## config.mk

```make
export PLATFORM = sky130hd
export DESIGN_NAME = bounded_stack_with_palindrome_check
export DESIGN_NICKNAME = d
export VERILOG_FILES = /design/src/bspc_pkg.sv /design/src/bspc_mem.sv /design/src/bounded_stack_with_palindrome_check.sv
export SDC_FILE = /design/constraint.sdc
export NUM_CORES = 1
export LEC_CHECK = 0
export ABC_AREA = 1
export BUFFER_PORTS_ARGS = -buffer_cell sky130_fd_sc_hd__clkbuf_2
export CAP_MARGIN = 10
export CORE_UTILIZATION = 56
export CTS_BUF_LIST = sky130_fd_sc_hd__clkbuf_8 sky130_fd_sc_hd__clkbuf_16
export CTS_CLUSTER_SIZE = 30
export DETAILED_ROUTE_END_ITERATION = 12
export GPL_TIMING_DRIVEN = 1
export PLACE_DENSITY_LB_ADDON = 0.05
export SYNTH_ARGS = -nofsm -noshare
export SYNTH_HDL_FRONTEND = slang
export SYNTH_HIERARCHICAL = 1
export SYNTH_SLANG_ARGS = --single-unit
```

## constraint.sdc

```tcl
create_clock -name clk_i -period 3.8 [get_ports clk_i]
set_clock_uncertainty 0.2 [all_clocks]
set_input_delay 0.95 -clock clk_i [delete_from_list [all_inputs] [get_ports clk_i]]
set_output_delay 0.95 -clock clk_i [all_outputs]
set_load 0.1 [all_outputs]
```

## src/bspc_pkg.sv

```systemverilog
`default_nettype none
// ----------------------------------------------------------------------------
// bspc_pkg: shared types and constants
// Operation and status codes, result layout and memory control for the
// bounded stack with palindrome check.
// ----------------------------------------------------------------------------
package bspc_pkg;

  localparam int unsigned DATA_W        = 32;
  localparam int unsigned DEFAULT_DEPTH = 8;

  typedef enum logic [1:0] {
    OP_PUSH = 2'd0,
    OP_POP  = 2'd1,
    OP_PAL  = 2'd2,
    OP_DUMP = 2'd3
  } op_e;

  typedef enum logic [1:0] {
    ST_OK        = 2'd0,
    ST_OVERFLOW  = 2'd1,
    ST_UNDERFLOW = 2'd2,
    ST_EMPTY     = 2'd3
  } status_e;

  typedef struct packed {
    status_e                   status;
    logic signed [DATA_W-1:0]  data;
    logic                      pal;
    logic                      last;
  } result_t;

  // Strobes from the sequencer to the stack memory.
  typedef struct packed {
    logic wr_en;
    logic rd_en;
  } mem_ctl_t;

endpackage
`default_nettype wire

```

## src/bspc_mem.sv

```systemverilog
`default_nettype none
// ----------------------------------------------------------------------------
// bspc_mem: stack storage
// One write port and two read ports with registered read data. Read data
// holds while no read is requested.
// ----------------------------------------------------------------------------
module bspc_mem
  import bspc_pkg::*;
#(
  parameter int unsigned STACK_DEPTH = DEFAULT_DEPTH,
  localparam int unsigned AW = (STACK_DEPTH > 1) ? $clog2(STACK_DEPTH) : 1
) (
  input  wire logic              clk_i,
  input  wire mem_ctl_t          ctl_i,
  input  wire logic [AW-1:0]     wr_addr_i,
  input  wire logic [DATA_W-1:0] wr_data_i,
  input  wire logic [AW-1:0]     rd_addr_a_i,
  input  wire logic [AW-1:0]     rd_addr_b_i,
  output logic      [DATA_W-1:0] rd_data_a_o,
  output logic      [DATA_W-1:0] rd_data_b_o
);

  logic [DATA_W-1:0] mem_q [STACK_DEPTH];

  always_ff @(posedge clk_i) begin
    if (ctl_i.wr_en) begin
      mem_q[wr_addr_i] <= wr_data_i;
    end
  end

  always_ff @(posedge clk_i) begin
    if (ctl_i.rd_en) begin
      rd_data_a_o <= mem_q[rd_addr_a_i];
      rd_data_b_o <= mem_q[rd_addr_b_i];
    end
  end

endmodule
`default_nettype wire

```

## src/bounded_stack_with_palindrome_check.sv

```systemverilog
`default_nettype none
// Push and every error result are registered at the request edge and
//   appear the next cycle; pop reads the memory first, then registers the word.
// Palindrome check: each pair is read in S_PAL_RD and compared in S_PAL_CMP
//   on the memory's two read ports; a mismatching pair ends it early.
// Read-out: one memory read per entry in S_DUMP_RD, then S_DUMP_OUT, plus stalls.
// One request at a time, taken as the last result leaves; async reset empties it.
// ----------------------------------------------------------------------------
// bounded_stack_with_palindrome_check: LIFO stack with palindrome check
// Sequencer over a two-read-port stack memory; results leave through an
// output register.
// ----------------------------------------------------------------------------
module bounded_stack_with_palindrome_check
  import bspc_pkg::*;
#(
  parameter int unsigned STACK_DEPTH = DEFAULT_DEPTH
) (
  input  wire logic                     clk_i,
  input  wire logic                     rst_ni,
  input  wire logic                     in_valid_i,
  output logic                          in_stall_o,
  input  wire logic [1:0]               operation_i,
  input  wire logic signed [DATA_W-1:0] push_value_i,
  output logic                          out_valid_o,
  input  wire logic                     out_stall_i,
  output logic [1:0]                    status_o,
  output logic signed [DATA_W-1:0]      data_word_o,
  output logic                          is_palindrome_o,
  output logic                          last_o
);

  localparam int unsigned AW = (STACK_DEPTH > 1) ? $clog2(STACK_DEPTH) : 1;
  localparam int unsigned CW = $clog2(STACK_DEPTH + 1);

  typedef enum logic [2:0] {
    S_IDLE,
    S_POP,
    S_PAL_RD,
    S_PAL_CMP,
    S_DUMP_RD,
    S_DUMP_OUT
  } state_e;

  state_e            state_q, state_d;
  logic [CW-1:0]     cnt_q, cnt_d;
  logic [AW-1:0]     i_q, i_d;
  logic [AW-1:0]     j_q, j_d;
  result_t           res_q, res_d;
  logic              out_valid_q, out_valid_d;

  mem_ctl_t          mem_ctl;
  logic [AW-1:0]     rd_addr_a;
  logic [DATA_W-1:0] rd_data_a, rd_data_b;

  logic              out_free;
  logic              in_accept;
  logic [CW-1:0]     cnt_m1;
  logic              is_full, is_empty, dump_last;

  assign out_free   = !out_valid_q || !out_stall_i;
  assign in_stall_o = !((state_q == S_IDLE) && out_free);
  assign in_accept  = in_valid_i && !in_stall_o;
  assign cnt_m1     = cnt_q - 1'b1;
  assign is_full    = (cnt_q == CW'(STACK_DEPTH));
  assign is_empty   = (cnt_q == '0);
  assign dump_last  = (i_q == cnt_m1[AW-1:0]);

  bspc_mem #(
    .STACK_DEPTH(STACK_DEPTH)
  ) u_mem (
    .clk_i      (clk_i),
    .ctl_i      (mem_ctl),
    .wr_addr_i  (cnt_q[AW-1:0]),
    .wr_data_i  (push_value_i),
    .rd_addr_a_i(rd_addr_a),
    .rd_addr_b_i(j_q),
    .rd_data_a_o(rd_data_a),
    .rd_data_b_o(rd_data_b)
  );

  always_comb begin
    state_d     = state_q;
    cnt_d       = cnt_q;
    i_d         = i_q;
    j_d         = j_q;
    res_d       = res_q;
    out_valid_d = out_valid_q && out_stall_i;
    mem_ctl     = '0;
    rd_addr_a   = i_q;

    unique case (state_q)
      S_IDLE: begin
        if (in_accept) begin
          res_d = '{status: ST_OK, data: '0, pal: 1'b0, last: 1'b1};
          unique case (op_e'(operation_i))
            OP_PUSH: begin
              out_valid_d = 1'b1;
              if (is_full) begin
                res_d.status = ST_OVERFLOW;
              end else begin
                mem_ctl.wr_en = 1'b1;
                cnt_d         = cnt_q + 1'b1;
              end
            end
            OP_POP: begin
              if (is_empty) begin
                out_valid_d  = 1'b1;
                res_d.status = ST_UNDERFLOW;
              end else begin
                mem_ctl.rd_en = 1'b1;
                rd_addr_a     = cnt_m1[AW-1:0];
                cnt_d         = cnt_m1;
                state_d       = S_POP;
              end
            end
            OP_PAL: begin
              if (is_empty) begin
                out_valid_d  = 1'b1;
                res_d.status = ST_EMPTY;
              end else begin
                i_d     = '0;
                j_d     = cnt_m1[AW-1:0];
                state_d = S_PAL_RD;
              end
            end
            OP_DUMP: begin
              if (is_empty) begin
                out_valid_d  = 1'b1;
                res_d.status = ST_EMPTY;
              end else begin
                i_d     = '0;
                state_d = S_DUMP_RD;
              end
            end
            default: ;
          endcase
        end
      end
      S_POP: begin
        if (out_free) begin
          out_valid_d = 1'b1;
          res_d       = '{status: ST_OK, data: rd_data_a, pal: 1'b0, last: 1'b1};
          state_d     = S_IDLE;
        end
      end
      S_PAL_RD: begin
        if (i_q < j_q) begin
          mem_ctl.rd_en = 1'b1;
          state_d       = S_PAL_CMP;
        end else if (out_free) begin
          // pointers met: every pair matched
          out_valid_d = 1'b1;
          res_d       = '{status: ST_OK, data: '0, pal: 1'b1, last: 1'b1};
          state_d     = S_IDLE;
        end
      end
      S_PAL_CMP: begin
        if (rd_data_a != rd_data_b) begin
          if (out_free) begin
            out_valid_d = 1'b1;
            res_d       = '{status: ST_OK, data: '0, pal: 1'b0, last: 1'b1};
            state_d     = S_IDLE;
          end
        end else begin
          i_d     = i_q + 1'b1;
          j_d     = j_q - 1'b1;
          state_d = S_PAL_RD;
        end
      end
      S_DUMP_RD: begin
        mem_ctl.rd_en = 1'b1;
        state_d       = S_DUMP_OUT;
      end
      S_DUMP_OUT: begin
        if (out_free) begin
          out_valid_d = 1'b1;
          res_d       = '{status: ST_OK, data: rd_data_a, pal: 1'b0, last: dump_last};
          if (dump_last) begin
            state_d = S_IDLE;
          end else begin
            i_d     = i_q + 1'b1;
            state_d = S_DUMP_RD;
          end
        end
      end
      default: state_d = S_IDLE;
    endcase
  end

  always_ff @(posedge clk_i or negedge rst_ni) begin
    if (!rst_ni) begin
      state_q     <= S_IDLE;
      cnt_q       <= '0;
      i_q         <= '0;
      j_q         <= '0;
      res_q       <= '0;
      out_valid_q <= 1'b0;
    end else begin
      state_q     <= state_d;
      cnt_q       <= cnt_d;
      i_q         <= i_d;
      j_q         <= j_d;
      res_q       <= res_d;
      out_valid_q <= out_valid_d;
    end
  end

  assign out_valid_o     = out_valid_q;
  assign status_o        = res_q.status;
  assign data_word_o     = res_q.data;
  assign is_palindrome_o = res_q.pal;
  assign last_o          = res_q.last;

endmodule
`default_nettype wire
```

* Word level (Yosys, flattened, before mapping)
Memories as Yosys holds them, arrays and structs flattened. A register that Yosys moved wholly into a read port is not among the register bits.
Cells that the tools add are included.
W data, S select, Z words.
** Cells by class
- Reduce and logical (&&, ||, !) cells :: 22
- Equal/unequal tests :: 29
- Mux-type cells :: 59
- Order comparisons :: 1
- Add/sub/neg operators :: 4
** Operator list (number)
- $mux W36 :: 7
- $pmux W36 S5 :: 1
- $mux W3 :: 23
- $ne A32 B32 Y1 :: 1
- $ne A2 B2 Y1 const B :: 13
- $pmux W3 S3 :: 2
- $pmux W3 S6 :: 1
- $mux W1 :: 14
- $reduce_and A5 Y1 :: 2
- $ne A3 B3 Y1 const B :: 3
- $mux W4 :: 2
- $pmux W4 S2 :: 1
- $reduce_and A8 Y1 :: 1
- $reduce_and A7 Y1 :: 1
- $eq A3 B2 Y1 const B :: 2
- $eq A3 B3 Y1 const B :: 2
- $mux W2 :: 3
- $pmux W2 S3 :: 1
- $pmux W3 S2 :: 1
- $reduce_and A6 Y1 :: 1
- $reduce_bool A5 Y1 :: 1
- $add A4 B1 Y4 const B :: 1
- $eq A2 B2 Y1 const B :: 2
- $eq A4 B4 Y1 const B :: 1
- 22 further kinds :: 28
** Word-level totals
- Memories :: 1
- Memory bits (writable) :: 256
- Register bits after elaboration :: 50
- Input bits :: 38
- Output and inout port bits :: 38
** Memories
- u_mem.mem_q :: depth 8, width 32, rd ports 2, clocked after memory_dff 2, write ports 1, RTL line bspc_mem.sv:23 : logic [DATA_W-1:0] mem_q [STACK_DEPTH];

* Longest topological paths before layout
Gate-level depths: netlist (run 1).
- Depth in word-level cells :: 8
- Gate-level depth with buffers :: 15
- Gate-level depth less buffers :: 13

* Modules after synthesis
The synthesis (run 1) kept the hierarchy.
** Modules (own cells, without submodules)
- bspc_mem :: cells an instance 1783, times used 1, area each 15675.0 um2
- bounded_stack_with_palindrome_check :: cells an instance 477, times used 1, area each 3369.5 um2

* Worst setup path before layout (run 1)
OpenSTA, ideal clock, no wires.
- Path type :: reg-to-reg
- Start :: register out_valid_q, in the netlist out_valid_o
- End :: register u_mem.rd_data_a_o[0], read port of u_mem.mem_q (enable)
- Library setup time :: 0.852 ns
- Data arrival time :: 3.069 ns
- Cell stages (with the launch flop) :: 6
- Slack :: -0.321 ns
- Required time :: 2.748 ns
- Path buffers :: 0
- Cell sequence :: dfrtp_1 > nand2_1 > nand3_1 > nor3_1 > inv_1 > nand3_1
** RTL lines
- from (decl) :: RTL line bounded_stack_with_palindrome_check.sv:49 : logic out_valid_q, out_valid_d;
- from (signal assigned) :: RTL line bounded_stack_with_palindrome_check.sv:204 : out_valid_q <= out_valid_d;
- to (decl) :: RTL line bspc_mem.sv:19 : output logic [DATA_W-1:0] rd_data_a_o,

* Worst setup path in the final report (run 1)
- Start :: register state_q[2]
- End :: output in_stall_o
** On the way
- Cells in the longest elaborated chain, start to end :: 3
** Ends and longest elaborated chain
- from (decl) :: RTL line bounded_stack_with_palindrome_check.sv:44 : state_e state_q, state_d;
- from (signal assigned) :: RTL line bounded_stack_with_palindrome_check.sv:199 : state_q <= state_d;
- $logic_not A3 Y1 :: RTL line bounded_stack_with_palindrome_check.sv:61 : assign in_stall_o = !((state_q == S_IDLE) && out_free);
- $logic_and A1 B1 Y1 :: RTL line bounded_stack_with_palindrome_check.sv:61
- $logic_not A1 Y1 :: RTL line bounded_stack_with_palindrome_check.sv:61
- to (decl) :: RTL line bounded_stack_with_palindrome_check.sv:21 : output logic in_stall_o,
Every way passes these cells.

==> run_results.csv, run 1 <==
group,metric,value,unit
timing,grt_setup_unrepaired,"no",
finish,nets,2353,
global_routing,grt_start_max_net_pins,77,
yosys,synthArstFlopShare,0.135,
critical_path,crit_path_start_kind,"flip-flop",
global_routing,antenna_found_initial,0,
finish,drive_gt1_frac,0.0856,
hold_path,min_path_cells,2,
floorplan,row_count,67,
cts,htreeDepth,2,
yosys,ys_seq_area_frac,0.570,
yosys,syn-mean-instance-area,8.43,um^2
critical_path,path_delay_family,"buffers and inverters",
critical_path,reg2reg_depth,15,
timing,setup_slack,0.743,ns
yosys,synth_common_cells,"nand2_1 (1,030), edfxtp_1 (320), inv_1 (306)",
cts,cts_num_sinks,370,
finish,design_area,21100,um^2
yosys,synth_top_cell_area_share,0.505,
place,place_area,19800,um^2
critical_path,crit_fanout,7,
cts,path_clk_slew,0.06,ns
routing,drt-total-wl,48200,um
critical_path,rr_endpoint,"u_mem/rd_data_a_o[5]",
routing,drcViolationCount,0,
yosys,yosysTopAreaCell,"edfxtp_1",
cts,cts_setup_buffers,0,
yosys,synth_nets,2309,
timing,fin_crit_sh,0.805,
timing,fin_crit,3.06,ns
yosys,synth_cell_types,31,
cts,cts_hold_buf,0,
hold_path,worstHoldPathType,"reg2reg",
routing,wl_per_cell,17.3,um
floorplan,die_w,186,um
yosys,synth-edff-count,320,
global_routing,grt_pass1_wl,76400,um
finish,multi_input_area,6420,um^2
floorplan,core_area,33500,um^2
critical_path,cp_cell_sequence,"inv_1 -> nand2_1 -> inv_1 -> nand2_1 -> clkbuf_2",
power,pwr-share-comb,0.420,
power,power_switching,0.00727,W
routing,drt-initial-drc-count,1245,
finish,fillerInstances,2775,
timing,hold_viol,0,
yosys,synth_area_leaders,"edfxtp_1 (50%), nand2_1 (20%), nand3_1 (7.3%)",
yosys,synth.most_common_cell,"nand2_1",
global_routing,gr-total-overflow,0,
power,p_total,0.0166,W
cts,max-clock-path-buffers,3,
flow_run,cap_violations,0,
floorplan,fp.dieH,186,um
critical_path,cp-end-kind,"output pin",
timing,tightestPinTransition,0.969,ns
power,p_per_area,785,nW/um^2
finish,ff_latch_area,10900,um^2
yosys,syn_inst,2260,
power,peakVddDrop,805,uV
critical_path,critPathKind,"reg2out",
critical_path,critPathSlowestCell,"dfrtp_1",
place,place.gp.congestion,0.838,
routing,ant_nets,0,
floorplan,ios,76,
finish,syn2layout_area_growth,11.0,%
floorplan,start_util,0.568,
yosys,yosys_warnings,6,
place,io_buffers,75,
hold_path,worstHoldStart,"data_word_o[8]",
global_routing,first_global_vias,14200,
power,power_frac_clock,0.230,
routing,drtPass1Iterations,6,
yosys,syn_area,19000,um^2
power,p_leak,10.0,nW
yosys,ys_ff_latch,370,
critical_path,worstPathArrival,1.91,ns
cts,clock-root-buffer,"clkbuf_16",
floorplan,die_area,34700,um^2
power,power_frac_seq,0.350,
power,p_sw_frac,0.438,
timing,setup_viol,0,
cts,clock_latency,0.53,ns
status,outcome,"completed",
timing,finalMaxSlewViolations,0,
routing,vias_per_cell,5.35,
critical_path,critical_path_buf_inv_count,3,
timing,tns,0,ns
cts,cts_tree,"done",
critical_path,worstPathRequired,2.65,ns
critical_path,rrSetupSlack,0.86,ns
place,hpwl,27100,um
finish,num_antenna_cells,0,
cts,cts_buffers,41,
routing,via_count,14900,
yosys,ys.flop_type,"edfxtp_1",
timing,fmax,327,MHz
timing,slew_headroom,0.354,
power,intPower,0.00932,W
critical_path,reg2reg_from,"cnt_q[0]",
place,place_ws,0.427,ns
cts,cts_resized,0,
global_routing,groute.usage.overall,0.280,
hold_path,whs_endpoint,"data_word_o[8]",
critical_path,crit_path_max_incr_delay,0.49,ns
-- worst max path at each step --
stage	startpoint	endpoint	cells past startpoint	slack, ns
2_1_floorplan	out_stall_i	u_mem/mem_q[1][0]	5	0.15
3_3_place_gp	operation_i[1]	u_mem/rd_data_a_o[23]	15	0.48
3_5_place_dp	operation_i[1]	u_mem/rd_data_a_o[6]	15	0.43
4_1_cts	state_q[2]	in_stall_o	5	0.75
5_1_grt	state_q[2]	in_stall_o	5	0.62
6_report	state_q[2]	in_stall_o	5	0.74
-- final cells by class --
| type | count | area share |
|---|---|---|
| multi-input cells | 1466 | 0.304 |
| inverters | 314 | 0.0559 |
| repair buffers | 111 | 0.0382 |
| clock inverters | 31 | 0.0101 |
| well taps | 448 | 0.0265 |
| clock buffers | 44 | 0.0516 |
| flip-flops and latches | 370 | 0.514 |
-- power by group through the flow --
stage          clock, W  combinational [W]  sequential [W]
6_report        0.00381            0.00697         0.00580
5_1_grt         0.00403            0.00766         0.00587
4_1_cts         0.00388            0.00694         0.00580
3_5_place_dp          0            0.00690         0.00587
3_3_place_gp          0            0.00681         0.00586
2_1_floorplan         0            0.00433         0.00695
-- cells in the final DEF (no fill, tap or decap), types with 2 or more instances in the layout --
| cell type | count |
|---|---|
| a21oi_1 | 11 |
| buf_12 | 13 |
| buf_4 | 23 |
| bufinv_16 | 3 |
| clkbuf_16 | 43 |
| clkbuf_2 | 75 |
| clkinv_1 | 4 |
| clkinv_2 | 13 |
| dfrtp_1 | 48 |
| edfxtp_1 | 320 |
| ha_1 | 11 |
| inv_1 | 318 |
| inv_2 | 6 |
| nand2_1 | 1030 |
| nand3_1 | 278 |
| nand3_2 | 2 |
| nand3b_1 | 24 |
| nand4_1 | 8 |
| nor2_1 | 33 |
| nor2_2 | 4 |
| nor2_4 | 9 |
| nor3_1 | 4 |
| o21ai_0 | 10 |
| o21ai_4 | 2 |
| xnor2_1 | 29 |
| xor2_1 | 2 |
-- sequential cells by signal (all words and copies together) (netlist names), 2 cells and up --
signal,cells
data_word_o,32
u_mem/rd_data_b_o,32
state_q,3
i_q,3
status_o,2
j_q,3
u_mem/mem_q,256
u_mem/rd_data_a_o,32
cnt_q,4
-- kinds of logic (layout without fill, tap and decap cells) --
logic type      count (synthesis)  after routing  share of synthesized area
compound gates                 28             28                    0.00775
xor+xnor                       31             31                     0.0143
fa+ha+maj                      11             11                    0.00723
buf+inv                       424            500                     0.0984
flops                         370            370                      0.570
mux                             1              1                   0.000526
simple gates                 1395           1395                      0.302
-- per-layer routing --
| layer | vias to the layer above | routed length [um] | track usage |
|---|---|---|---|
| li1 | 7196 | - | - |
| met1 | 6933 | 20800 | 0.390 |
| met2 | 660 | 22100 | 0.451 |
| met3 | 109 | 4030 | 0.0404 |
| met4 | 0 | 1320 | 0.0950 |
| met5 | - | 0 | 0 |
-- per-stage QoR --
step / cells / hold slack, ns / util
after floorplan: 2260 / 0.242 / -
after global placement: 2709 / 0.253 / 0.592
after detailed placement: 2709 / 0.257 / 0.592
after CTS: 2784 / 0.272 / 0.630
after global routing: 2784 / 0.290 / 0.630
final: 2784 / 0.266 / 0.630
-- worst min-delay path: cells and delay by family (launching register included) --
family / cells / cell delay (ns)
flip-flops: 1 / 0.34
AND/OR/NAND/NOR: 2 / 0.09
Note: power is estimated with default switching activity, not from simulation.
==> run 2, diff against run 1 <==
clock period = 2.75 ns   (was 3.8 ns; I/O delays follow)
==> run_results.csv, run 2 (synthesis gave the netlist of run 1 again) <==
group,metric,value,unit
finish,num_antenna_cells,0,
floorplan,ios,76,
timing,tightestPinTransition,0.702,ns
hold_path,worstHoldStart,"push_value_i[6]",
floorplan,row_count,67,
finish,fillerInstances,2774,
critical_path,worstPathRequired,1.86,ns
cts,path_clk_slew,0.06,ns
routing,vias_per_cell,5.39,
cts,clock-root-buffer,"clkbuf_16",
routing,drt-total-wl,51100,um
critical_path,rr_endpoint,"u_mem/rd_data_a_o[13]",
floorplan,start_util,0.568,
timing,finalMaxSlewViolations,0,
routing,wl_per_cell,18.0,um
global_routing,groute.usage.overall,0.295,
finish,largest_register_ffs,256,
power,peakVddDrop,736,uV
place,place.gp.congestion,0.880,
hold_path,whs_endpoint,"u_mem/mem_q[1][6]",
cts,cts_num_sinks,370,
timing,hold_viol,0,
finish,largest_register,"u_mem/mem_q",
cts,cts_buffers,42,
critical_path,critPathLaunch,"state_q[1]",
floorplan,core_area,33500,um^2
cts,cts_tree,"done",
global_routing,antenna_found_initial,0,
floorplan,fp.dieH,186,um
hold_path,min_path_cells,1,
timing,fmax,385,MHz
routing,drtPass1Iterations,8,
critical_path,rrSetupSlack,0.15,ns
floorplan,die_w,186,um
flow_run,cap_violations,0,
global_routing,first_global_vias,14700,
finish,nets,2412,
timing,setup_slack,0.150,ns
finish,syn2layout_area_growth,15.9,%
timing,fin_crit,2.60,ns
timing,setup_viol,0,
routing,drt-initial-drc-count,1362,
critical_path,cp-end-kind,"output pin",
critical_path,reg2reg_from,"state_q[1]",
finish,drive_gt1_frac,0.112,
cts,max-clock-path-buffers,3,
critical_path,critPathKind,"reg2out",
global_routing,gr-total-overflow,0,
place,io_buffers,75,
power,p_per_area,1100,nW/um^2
timing,slew_headroom,0.532,
finish,final_common_cell,"nand2_1",
timing,tns,0,ns
global_routing,grt_pass1_wl,79300,um
routing,via_count,15300,
hold_path,worstHoldPathType,"in2reg",
cts,htreeDepth,2,
critical_path,reg2reg_depth,13,
power,p_leak,10.5,nW
status,outcome,"completed",
place,dp.cells,2762,
floorplan,die_area,34700,um^2
finish,final_cell_count_no_fill,2842,
finish,final_cell_mix,"nand2_1 (1,029), edfxtp_1 (320), inv_1 (309)",
critical_path,crit_fanout,6,
global_routing,grt_start_max_net_pins,132,
critical_path,worstPathArrival,1.71,ns
routing,ant_nets,0,
finish,ff_latch_area,10900,um^2
finish,fin_util,0.658,
timing,fin_crit_sh,0.946,
place,hpwl,30500,um
place,place_ws,-0.0824,ns
cts,clock_latency,0.57,ns
routing,drcViolationCount,0,
critical_path,crit_path_start_kind,"flip-flop",
finish,multi_input_area,6450,um^2
[run 2: cell count changes in the layout (fill, tap and decap cells not counted), moves of 2 or more]
cell	change
clkbuf_16	+3
clkbuf_8	+7
dfrtp_2	+2
buf_16	+2
dfrtp_1	-2
clkinv_2	-5
buf_12	+22
buf_6	+4
clkinv_1	+5
inv_1	-9
buf_4	+26
[run 2: area by class of cell]
cell class / instances / share of cell area
multi-input combinational: 1466 / 0.292
tap: 448 / 0.0254
timing repair buffer: 169 / 0.0747
clock buffer: 50 / 0.0526
clock inverter: 25 / 0.00895
sequential: 370 / 0.492
inverter: 314 / 0.0538
[run 2: worst max-delay path by stage]
stage | slack [ns] | cells after the start | end
3_5_place_dp | -0.08 | 13 | u_mem/rd_data_a_o[27]
5_1_grt | -0.004 | 14 | u_mem/rd_data_a_o[16]
4_1_cts | 0.05 | 11 | u_mem/mem_q[0][16]
3_3_place_gp | -0.05 | 13 | u_mem/rd_data_a_o[13]
2_1_floorplan | 0.03 | 13 | u_mem/rd_data_a_o[11]
6_report | 0.15 | 6 | in_stall_o
[run 2: what timing repair did]
| action | CTS | global route |
|---|---|---|
| endpoints found under the setup margin | 0 | 287 |
| gates resized for setup | 0 | 16 |
| setup buffers | 0 | 0 |
| hold buffers | 1 | 0 |
| endpoints found under the hold margin | 20 | 0 |
[run 2: power by group]
group	leakage (nW)	internal [W]	switching [W]	total, W
combinational	6.23	0.00316	0.00786	0.0110
sequential	3.56	0.00729	0.000460	0.00775
clock	0.687	0.00327	0.00221	0.00548
total	10.5	0.0137	0.0105	0.0242
[run 2: through the flow]
stage               total power, W  instance area [um^2]  hold slack, ns
global route                0.0256                 22100           0.204
CTS                         0.0240                 21900           0.181
detailed placement          0.0185                 20500           0.258
finish                      0.0242                 22100           0.198
global placement            0.0183                 20500           0.254
floorplan                   0.0156                 19100           0.192
[run 2: per-layer routing]
| layer | share of wire | track usage | vias up |
|---|---|---|---|
| met1 | 0.41 | 0.386 | 7156 |
| met5 | 0 | 0 | - |
| met3 | 0.089 | 0.0510 | 131 |
| met4 | 0.031 | 0.109 | 0 |
| met2 | 0.47 | 0.492 | 724 |
| li1 | - | - | 7317 |
[run 2: critical path, cell delays in order (launching register included)]
cell and delay [ns]:
dfrtp_2 0.44, nor2_2 0.12, nand2_2 0.09, inv_1 0.10, buf_4 0.15, nand2_1 0.09, buf_12 0.18
